**src/rtl/trimmed_mean_min_max_macros.svh**
```systemverilog
// Assertion macros for the trimmed mean block.
`ifndef TRIMMED_MEAN_MIN_MAX_MACROS_SVH
`define TRIMMED_MEAN_MIN_MAX_MACROS_SVH
`ifndef SYNTHESIS
`define TRMM_ASSERT(name, clk, rst_n, expr) \
    name: assert property (@(posedge clk) disable iff (!rst_n) (expr)) \
        else $error("trmm check failed");
`define TRMM_ASSERT_NEXT(name, clk, rst_n, cond, expr) \
    name: assert property (@(posedge clk) disable iff (!rst_n) (cond) |=> (expr)) \
        else $error("trmm check failed");
`else
`define TRMM_ASSERT(name, clk, rst_n, expr)
`define TRMM_ASSERT_NEXT(name, clk, rst_n, cond, expr)
`endif
`endif

```
**src/rtl/trmm_pkg.sv**
```systemverilog
// Package: widths, constants and types of the trimmed mean block.
package trmm_pkg;

    localparam int SAMPLE_W  = 16;
    localparam int SUM_W     = 32;
    localparam int CNT_W     = 16;
    localparam int BIT_W     = $clog2(SUM_W);

    localparam logic [CNT_W-1:0]    MAX_COUNT    = 16'hFFFF;
    localparam logic [SAMPLE_W-1:0] ALL_ONES     = 16'hFFFF;
    localparam logic [CNT_W-1:0]    CNT_TRIM_MIN = 16'd3;
    localparam logic [BIT_W-1:0]    BIT_LAST     = BIT_W'(SUM_W - 1);

    typedef enum logic [2:0] {
        S_IDLE,
        S_ACC,
        S_TRIM,
        S_DIVGO,
        S_DIV,
        S_OUT
    } t_state;

    typedef struct packed {
        logic busy;
        logic done;
    } t_div_stat;

endpackage

```
**src/rtl/trmm_if.sv**
```systemverilog
// Word channels of the trimmed mean block: sample input and result output.
interface trmm_in_if;
    logic                         valid;
    logic                         ready;
    logic [trmm_pkg::SAMPLE_W-1:0] sample;
    logic                         last;

    modport source (output valid, output sample, output last, input ready);
    modport sink   (input valid, input sample, input last, output ready);
endinterface

interface trmm_out_if;
    logic                         valid;
    logic                         ready;
    logic [trmm_pkg::SAMPLE_W-1:0] average;
    logic [trmm_pkg::SAMPLE_W-1:0] minimum;
    logic [trmm_pkg::SAMPLE_W-1:0] maximum;

    modport source (output valid, output average, output minimum, output maximum, input ready);
    modport sink   (input valid, input average, input minimum, input maximum, output ready);
endinterface

```
**src/rtl/trmm_div.sv**
```systemverilog
// Radix-2 restoring divider, one quotient bit per cycle.
module trmm_div (
    input  logic                          i_clk,
    input  logic                          i_rst_n,
    input  logic                          i_start,
    input  logic [trmm_pkg::SUM_W-1:0]    i_dividend,
    input  logic [trmm_pkg::CNT_W-1:0]    i_divisor,
    output trmm_pkg::t_div_stat           o_stat,
    output logic [trmm_pkg::SAMPLE_W-1:0] o_quotient
);

    logic [trmm_pkg::SUM_W-1:0] r_quo;
    logic [trmm_pkg::CNT_W-1:0] r_rem;
    logic [trmm_pkg::CNT_W-1:0] r_den;
    logic [trmm_pkg::BIT_W-1:0] r_cnt;
    logic                       r_busy;
    logic                       r_done;

    logic [trmm_pkg::CNT_W:0]   shifted;
    logic [trmm_pkg::CNT_W+1:0] diff;
    logic                       fits;

    assign shifted = {r_rem, r_quo[trmm_pkg::SUM_W-1]};
    assign diff    = {1'b0, shifted} - {2'b00, r_den};
    assign fits    = ~diff[trmm_pkg::CNT_W+1];

    always_ff @(posedge i_clk) begin
        if (!i_rst_n) begin
            r_busy <= 1'b0;
            r_done <= 1'b0;
            r_cnt  <= '0;
        end else if (i_start) begin
            r_quo  <= i_dividend;
            r_rem  <= '0;
            r_den  <= i_divisor;
            r_cnt  <= '0;
            r_busy <= 1'b1;
            r_done <= 1'b0;
        end else if (r_busy) begin
            r_rem <= fits ? diff[trmm_pkg::CNT_W-1:0] : shifted[trmm_pkg::CNT_W-1:0];
            r_quo <= {r_quo[trmm_pkg::SUM_W-2:0], fits};
            r_cnt <= r_cnt + 1'b1;
            if (r_cnt == trmm_pkg::BIT_LAST) begin
                r_busy <= 1'b0;
                r_done <= 1'b1;
            end
        end
    end

    assign o_stat.busy = r_busy;
    assign o_stat.done = r_done;
    assign o_quotient  = r_quo[trmm_pkg::SAMPLE_W-1:0];

endmodule

```
**src/rtl/trimmed_mean_min_max.sv**
```systemverilog
// Top level: bit-serial trimmed mean with block minimum and maximum.
//
// Usage: samples arrive as words on i_in (sample, last). A block is any run of
// words ending in one with last set; it yields one word on o_out carrying the
// average with one minimum and one maximum removed (three or more samples;
// smaller blocks: plain average), plus the block's minimum and maximum.
// Counts above 65535 saturate; the sum wraps at 32 bits. Each sample is folded
// into the running sum, minimum and maximum one bit per cycle through a 32-bit
// shift loop, and i_in takes no new word until that loop is through. A last
// word adds a bit-serial trim pass (three or more samples), a restoring divide
// and the S_DIVGO and S_OUT control states before the result is registered.
// Reset (synchronous, active low) empties the running state and the output
// register. While the receiver stalls, the finished result is held in the
// output register and the next block is still accepted; a second result waits
// inside the block, and i_in.ready stays low meanwhile, until the first is taken.
module trimmed_mean_min_max (
    input  logic           i_clk,
    input  logic           i_rst_n,
    trmm_in_if.sink        i_in,
    trmm_out_if.source     o_out
);

`include "trimmed_mean_min_max_macros.svh"

    localparam int SW = trmm_pkg::SAMPLE_W;

    trmm_pkg::t_state r_state, n_state;

    logic [trmm_pkg::BIT_W-1:0] r_bit, n_bit;
    logic [trmm_pkg::SUM_W-1:0] r_sum, n_sum;
    logic [SW-1:0]              r_min, n_min;
    logic [SW-1:0]              r_max, n_max;
    logic [trmm_pkg::CNT_W-1:0] r_cnt, n_cnt;
    logic [SW-1:0]              r_samp, n_samp;
    logic                       r_last, n_last;
    logic [1:0]                 r_carry, n_carry;
    logic                       r_lt, n_lt;
    logic                       r_gt, n_gt;
    logic                       r_out_valid, n_out_valid;
    logic [SW-1:0]              r_avg, n_avg;
    logic [SW-1:0]              r_omin, n_omin;
    logic [SW-1:0]              r_omax, n_omax;

    logic                       lo_half;
    logic                       samp_bit;
    logic [1:0]                 acc;
    logic [2:0]                 trim;
    logic                       div_start;
    logic [trmm_pkg::CNT_W-1:0] divisor;
    trmm_pkg::t_div_stat        div_stat;
    logic [SW-1:0]              div_quo;

    trmm_div u_div (
        .i_clk      (i_clk),
        .i_rst_n    (i_rst_n),
        .i_start    (div_start),
        .i_dividend (r_sum),
        .i_divisor  (divisor),
        .o_stat     (div_stat),
        .o_quotient (div_quo)
    );

    // n = 0 -> 1, n = 1 -> 1, n = 2 -> 2, otherwise n - 2
    always_comb begin
        if (r_cnt >= trmm_pkg::CNT_TRIM_MIN) begin
            divisor = r_cnt - 16'd2;
        end else if (r_cnt == '0) begin
            divisor = 16'd1;
        end else begin
            divisor = r_cnt;
        end
    end

    assign lo_half  = ~r_bit[trmm_pkg::BIT_W-1];
    assign samp_bit = lo_half & r_samp[0];
    assign acc      = {1'b0, r_sum[0]} + {1'b0, samp_bit} + {1'b0, r_carry[0]};
    // sum + ~min + ~max + 2, one bit per cycle
    assign trim     = {2'b00, r_sum[0]} + {2'b00, ~(lo_half & r_min[0])}
                    + {2'b00, ~(lo_half & r_max[0])} + {1'b0, r_carry};

    always_ff @(posedge i_clk) begin
        if (!i_rst_n) begin
            r_state <= trmm_pkg::S_IDLE;
        end else begin
            r_state <= n_state;
        end
    end

    always_ff @(posedge i_clk) begin
        if (!i_rst_n) begin
            r_sum       <= '0;
            r_min       <= trmm_pkg::ALL_ONES;
            r_max       <= '0;
            r_cnt       <= '0;
            r_bit       <= '0;
            r_carry     <= '0;
            r_lt        <= 1'b0;
            r_gt        <= 1'b0;
            r_out_valid <= 1'b0;
        end else begin
            r_sum       <= n_sum;
            r_min       <= n_min;
            r_max       <= n_max;
            r_cnt       <= n_cnt;
            r_bit       <= n_bit;
            r_carry     <= n_carry;
            r_lt        <= n_lt;
            r_gt        <= n_gt;
            r_out_valid <= n_out_valid;
        end
    end

    always_ff @(posedge i_clk) begin
        r_samp <= n_samp;
        r_last <= n_last;
        r_avg  <= n_avg;
        r_omin <= n_omin;
        r_omax <= n_omax;
    end

    always_comb begin
        n_state     = r_state;
        n_bit       = r_bit;
        n_sum       = r_sum;
        n_min       = r_min;
        n_max       = r_max;
        n_cnt       = r_cnt;
        n_samp      = r_samp;
        n_last      = r_last;
        n_carry     = r_carry;
        n_lt        = r_lt;
        n_gt        = r_gt;
        n_out_valid = r_out_valid;
        n_avg       = r_avg;
        n_omin      = r_omin;
        n_omax      = r_omax;
        div_start   = 1'b0;

        if (r_out_valid && o_out.ready) begin
            n_out_valid = 1'b0;
        end

        case (r_state)
            trmm_pkg::S_IDLE: begin
                if (i_in.valid) begin
                    n_samp  = i_in.sample;
                    n_last  = i_in.last;
                    n_bit   = '0;
                    n_carry = '0;
                    n_lt    = 1'b0;
                    n_gt    = 1'b0;
                    if (r_cnt != trmm_pkg::MAX_COUNT) begin
                        n_cnt = r_cnt + 1'b1;
                    end
                    n_state = trmm_pkg::S_ACC;
                end
            end
            trmm_pkg::S_ACC: begin
                n_sum   = {acc[0], r_sum[trmm_pkg::SUM_W-1:1]};
                n_carry = {1'b0, acc[1]};
                n_bit   = r_bit + 1'b1;
                if (lo_half) begin
                    n_samp = {r_samp[0], r_samp[SW-1:1]};
                    n_min  = {r_min[0], r_min[SW-1:1]};
                    n_max  = {r_max[0], r_max[SW-1:1]};
                    if (r_samp[0] != r_min[0]) begin
                        n_lt = ~r_samp[0];
                    end
                    if (r_samp[0] != r_max[0]) begin
                        n_gt = r_samp[0];
                    end
                end
                if (r_bit == trmm_pkg::BIT_LAST) begin
                    if (r_lt) begin
                        n_min = r_samp;
                    end
                    if (r_gt) begin
                        n_max = r_samp;
                    end
                    if (!r_last) begin
                        n_state = trmm_pkg::S_IDLE;
                    end else if (r_cnt >= trmm_pkg::CNT_TRIM_MIN) begin
                        n_carry = 2'd2;
                        n_bit   = '0;
                        n_state = trmm_pkg::S_TRIM;
                    end else begin
                        n_state = trmm_pkg::S_DIVGO;
                    end
                end
            end
            trmm_pkg::S_TRIM: begin
                n_sum   = {trim[0], r_sum[trmm_pkg::SUM_W-1:1]};
                n_carry = trim[2:1];
                n_bit   = r_bit + 1'b1;
                if (lo_half) begin
                    n_min = {r_min[0], r_min[SW-1:1]};
                    n_max = {r_max[0], r_max[SW-1:1]};
                end
                if (r_bit == trmm_pkg::BIT_LAST) begin
                    n_state = trmm_pkg::S_DIVGO;
                end
            end
            trmm_pkg::S_DIVGO: begin
                div_start = 1'b1;
                n_state   = trmm_pkg::S_DIV;
            end
            trmm_pkg::S_DIV: begin
                if (div_stat.done) begin
                    n_state = trmm_pkg::S_OUT;
                end
            end
            trmm_pkg::S_OUT: begin
                if (!r_out_valid || o_out.ready) begin
                    n_out_valid = 1'b1;
                    n_avg       = div_quo;
                    n_omin      = r_min;
                    n_omax      = r_max;
                    n_sum       = '0;
                    n_min       = trmm_pkg::ALL_ONES;
                    n_max       = '0;
                    n_cnt       = '0;
                    n_state     = trmm_pkg::S_IDLE;
                end
            end
            default: begin
                n_state = trmm_pkg::S_IDLE;
            end
        endcase
    end

    assign i_in.ready    = (r_state == trmm_pkg::S_IDLE);
    assign o_out.valid   = r_out_valid;
    assign o_out.average = r_avg;
    assign o_out.minimum = r_omin;
    assign o_out.maximum = r_omax;

    `TRMM_ASSERT_NEXT(a_accept_starts_acc, i_clk, i_rst_n, i_in.valid && i_in.ready, r_state == trmm_pkg::S_ACC)
    `TRMM_ASSERT(a_min_le_max, i_clk, i_rst_n, !(r_state == trmm_pkg::S_IDLE && r_cnt != '0) || (r_min <= r_max))
    `TRMM_ASSERT(a_div_active, i_clk, i_rst_n, r_state != trmm_pkg::S_DIV || div_stat.busy || div_stat.done)
    `TRMM_ASSERT(a_empty_clear, i_clk, i_rst_n, !(r_state == trmm_pkg::S_IDLE && r_cnt == '0) || (r_sum == '0 && r_max == '0))

endmodule

```
**src/flat_wrapper.sv**
```systemverilog
// flat-port wrapper written by rule: the top's interface ports become plain ports
module trimmed_mean_min_max_flat 
  (i_clk, i_rst_n, i_in_valid, i_in_sample, i_in_last, i_in_ready, o_out_valid, o_out_average, o_out_minimum, o_out_maximum, o_out_ready);
  trmm_in_if i_in_i ();
  trmm_out_if o_out_i ();
  input  logic i_clk;
  input  logic i_rst_n;
  input wire logic [$bits(i_in_i.valid)-1:0] i_in_valid;
  input wire logic [$bits(i_in_i.sample)-1:0] i_in_sample;
  input wire logic [$bits(i_in_i.last)-1:0] i_in_last;
  output wire logic [$bits(i_in_i.ready)-1:0] i_in_ready;
  output wire logic [$bits(o_out_i.valid)-1:0] o_out_valid;
  output wire logic [$bits(o_out_i.average)-1:0] o_out_average;
  output wire logic [$bits(o_out_i.minimum)-1:0] o_out_minimum;
  output wire logic [$bits(o_out_i.maximum)-1:0] o_out_maximum;
  input wire logic [$bits(o_out_i.ready)-1:0] o_out_ready;
  assign i_in_i.valid = i_in_valid;
  assign i_in_i.sample = i_in_sample;
  assign i_in_i.last = i_in_last;
  assign i_in_ready = i_in_i.ready;
  assign o_out_valid = o_out_i.valid;
  assign o_out_average = o_out_i.average;
  assign o_out_minimum = o_out_i.minimum;
  assign o_out_maximum = o_out_i.maximum;
  assign o_out_i.ready = o_out_ready;
  trimmed_mean_min_max u_core (.i_clk(i_clk), .i_rst_n(i_rst_n), .i_in(i_in_i), .o_out(o_out_i));
endmodule
```
**config.mk**
```make
export PLATFORM = sky130hd
export DESIGN_NAME = trimmed_mean_min_max_flat
export DESIGN_NICKNAME = d
export VERILOG_FILES = /design/src/rtl/trmm_pkg.sv /design/src/rtl/trmm_if.sv /design/src/rtl/trmm_div.sv /design/src/rtl/trimmed_mean_min_max.sv /design/src/flat_wrapper.sv
export VERILOG_INCLUDE_DIRS = /design/src /design/src/rtl
export SDC_FILE = /design/constraint.sdc
export NUM_CORES = 1
export LEC_CHECK = 0
export BUFFER_PORTS_ARGS = -buffer_cell sky130_fd_sc_hd__clkbuf_2
export CORE_MARGIN = 2
export CORE_UTILIZATION = 60
export CTS_CLUSTER_SIZE = 28
export DETAILED_ROUTE_END_ITERATION = 8
export PLACE_DENSITY = 0.79
export SYNTH_ARGS = -nofsm -noshare
export SYNTH_HDL_FRONTEND = slang
export SYNTH_SLANG_ARGS = --single-unit
```
**constraint.sdc**
```tcl
create_clock -name i_clk -period 6.5 [get_ports i_clk]
set_input_delay 0.325 -clock i_clk [delete_from_list [all_inputs] [get_ports i_clk]]
set_output_delay 0.325 -clock i_clk [all_outputs]
set_load 0.02 [all_outputs]
```
==> run metrics <==
status completed; Setup-failing EPs final 0; most frequent cells after synthesis nand2_1, edfxtp_1, dfxtp_1, nor2_1; Clock power frac 45.0%; max_cap viols 0; drt drc 0; most frequent cell after synthesis nand2_1; setup_tns 0 ns; asr flop ratio synth 0%; final setup margin 3.139 ns; crit path launch type flop; Placer Congestion 0.8602; initial antenna violation count 0; placed insts between 1000 and 1500; max-slew violation count 0; net count after synthesis between 1000 and 1500; fin crit period 3.361 ns; post-route cell area 11960 um^2; NetSw 0.7035 mW; smallest hold slack ~0.08 ns; Net Sw Frac between 20% and 30%; vias in the first global route 7527; worst slew pin tran 1.146 ns; Slew headroom 23.39%; layout cells sized above 1 12.18%; Die Area 18860 um^2; final hold violation count 0; H-tree levels 1; Die X 137.3 um; I/O Buffers 70; Worst EP arrival 3.72 ns; share of the synthesized area in the top cell type a little over a third; hpwl dp 14.61 mm; dpl cell area 11100 um^2; Die Y 137.3 um; Top FF cell, synth edfxtp_1; io pins 71; slowest stage cell, crit path nand2_1; CTS buffer count 24; Antenna diodes 0; CTS Buffer Depth 3; first-pass GRT wire length 37.44 mm; crit-path most repeated cell nand2_1; Worst IR Drop VDD 277.3 uV; Logic pwr share 4.9%; total power 3.206 mW; clock-pin transition on the worst setup and hold timing paths 0.06 ns; largest net degree at the start of global routing 80; Detail Route Antenna Nets 0; Clk Latency, worst-skew pair about 0.52 ns; Slowest Stage Delay on Critical Path 0.79 ns; final worst-path cycle share 51.71%; path category of the worst min-delay check in -> reg; synthesized area per cell 9.979 um^2; pwr/cell area 268.1 nW/um^2; Worst Skew 0.01229 ns; register share of total power 50.0%; Initial Utilization 61.46%; clk sinks roughly 230; CTS tree yes; Vias/cell 6.004; Non-Filler Instances 1350; Pint ~2.5 mW; Yosys reg bits 229; synth unique cells 60; Final Core Density between 60% and 70%; top cells by area, synth edfxtp_1, dfxtp_1, nand2_1; Critical Path RT 6.86 ns; Yosys top cell by area edfxtp_1; Post-synth EDFFs 129; NumNets Final 1157; Setup WS pre-CTS 3.013 ns; Core Rows 48; leak pwr approximately 4.8 nW; YS warnings 0; Critical Path End Type flop; RSZ-0062 raised after global routing false; Setup CP Type reg -> reg; crit-path max FO 33; Post-CTS Setup Bufs 0; routed wire length per instance 17.16 um; sequential area share after synthesis 55.08%; area grow syn2layout 12.08%; Post-Syn Instances 1069; 1st-pass router iterations 5; via count 8106; routed wire length 23.16 mm; crit path cell chain and3b_1, nand2_1, nand2_1, o21ai_1, nand2_1, o211ai_1; violation count after the first detailed-route iteration slightly below 900; Netlist Area Pre-Place 10670 um^2; GR Overflow Total 0; CTS Root Cell clkbuf_16; Core Area 17360 um^2; gr usage total 24.76%; Fmax 297.5 MHz
==> flip-flops by register name, indices dropped and copies added, names as in the netlist <==
name	count
u_core.o_out.maximum	16
u_core.u_div.r_cnt	5
u_core.r_min	16
u_core.r_last	1
u_core.r_cnt	16
u_core.u_div.r_den	16
u_core.r_carry	2
u_core.u_div.r_done	1
u_core.u_div.r_busy	1
u_core.u_div.r_rem	16
u_core.r_sum	32
u_core.o_out.average	16
u_core.o_out.minimum	16
u_core.r_lt	1
u_core.r_bit	5
u_core.o_out.valid	1
u_core.r_max	16
u_core.u_div.r_quo	32
u_core.r_gt	1
u_core.r_samp	16
u_core.r_state	3
==> layer usage <==
layer | wire length, um | part of all wire [%] | GRT usage [%]
met1 | 10660 | 46 | 35.68
met4 | 343 | 1.5 | 6.128
met5 | 0 | 0 | 0
met3 | 1423 | 6.1 | 3.422
met2 | 10740 | 46 | 39.80
==> worst max-delay path, delay by kind of cell, from the launching register on <==
family | cells | cell delay (ns)
AOI/OAI and AO/OA | 2 | 0.70
and+or+nand+nor | 4 | 1.82
DFF | 1 | 0.69
==> placed cells by master, fill, tap and decap left out, types with 13 or more instances in the layout <==
master,n
a22oi_1,32
a2bb2oi_1,15
ha_1,25
a221oi_1,13
nor3_1,17
inv_1,34
o21ai_0,59
clkbuf_16,26
o211ai_1,19
xnor2_1,13
dfxtp_1,100
nor2_1,62
nand2_1,201
a21oi_1,59
clkbuf_2,70
nor2b_1,38
nand3_1,18
xor2_1,25
edfxtp_1,129
==> power by group through the flow <==
stage / registers [mW] / logic [mW] / clock network, mW
after global routing: 1.61 / 0.177 / 1.51
after CTS: 1.60 / 0.157 / 1.46
after detailed placement: 1.63 / 0.153 / 0
final: 1.60 / 0.158 / 1.44
after floorplan: 1.61 / 0.123 / 0
after global placement: 1.63 / 0.148 / 0
==> logic make-up (layout without fill, tap and decap cells) <==
family / Yosys count / in the layout / synth area share (%)
buffers and inverters: 104 / 160 / 3.847
XOR/XNOR: 38 / 38 / 3.120
AND/OR/NAND/NOR: 413 / 413 / 18.61
multiplexers: 4 / 4 / 0.3753
flip-flops: 229 / 229 / 55.08
AO/OA/AOI/OAI: 252 / 252 / 15.28
adder cells (fa/ha/maj): 29 / 29 / 3.683
==> repair_timing <==
item | in CTS | in global routing
endpoints found under the hold margin | 1 | 0
hold buffers | 1 | 0
setup endpoints to repair | 0 | 0
gates resized for setup | 0 | 0
==> area by class of cell <==
type	count	area (um^2)
Clock buffer	33	706.9
Clock inverter	11	135.1
Fill cell	1258	5400
Inverter	36	135.1
Multi-Input combinational cell	736	4394
Sequential cell	229	5876
Tap cell	225	281.5
Timing Repair Buffer	80	427.9
==> path summary, 6_finish.rpt <==
check                                   start                                  to  slack [ns]  cells past startpoint
max            u_core.r_state[2]$_SDFFE_PN0P_       u_core.r_min[11]$_SDFFE_PN1P_        3.14                      6
min                            i_in_sample[7]          u_core.r_samp[7]$_DFFE_PP_        0.08                      3
max reg2reg    u_core.r_state[2]$_SDFFE_PN0P_       u_core.r_min[11]$_SDFFE_PN1P_        3.14                      6
min reg2reg  u_core.u_div.r_quo[10]$_DFFE_PP_  u_core.o_out.average[10]$_DFFE_PP_        0.45                      0
Note: power is estimated with default switching activity, not from simulation.
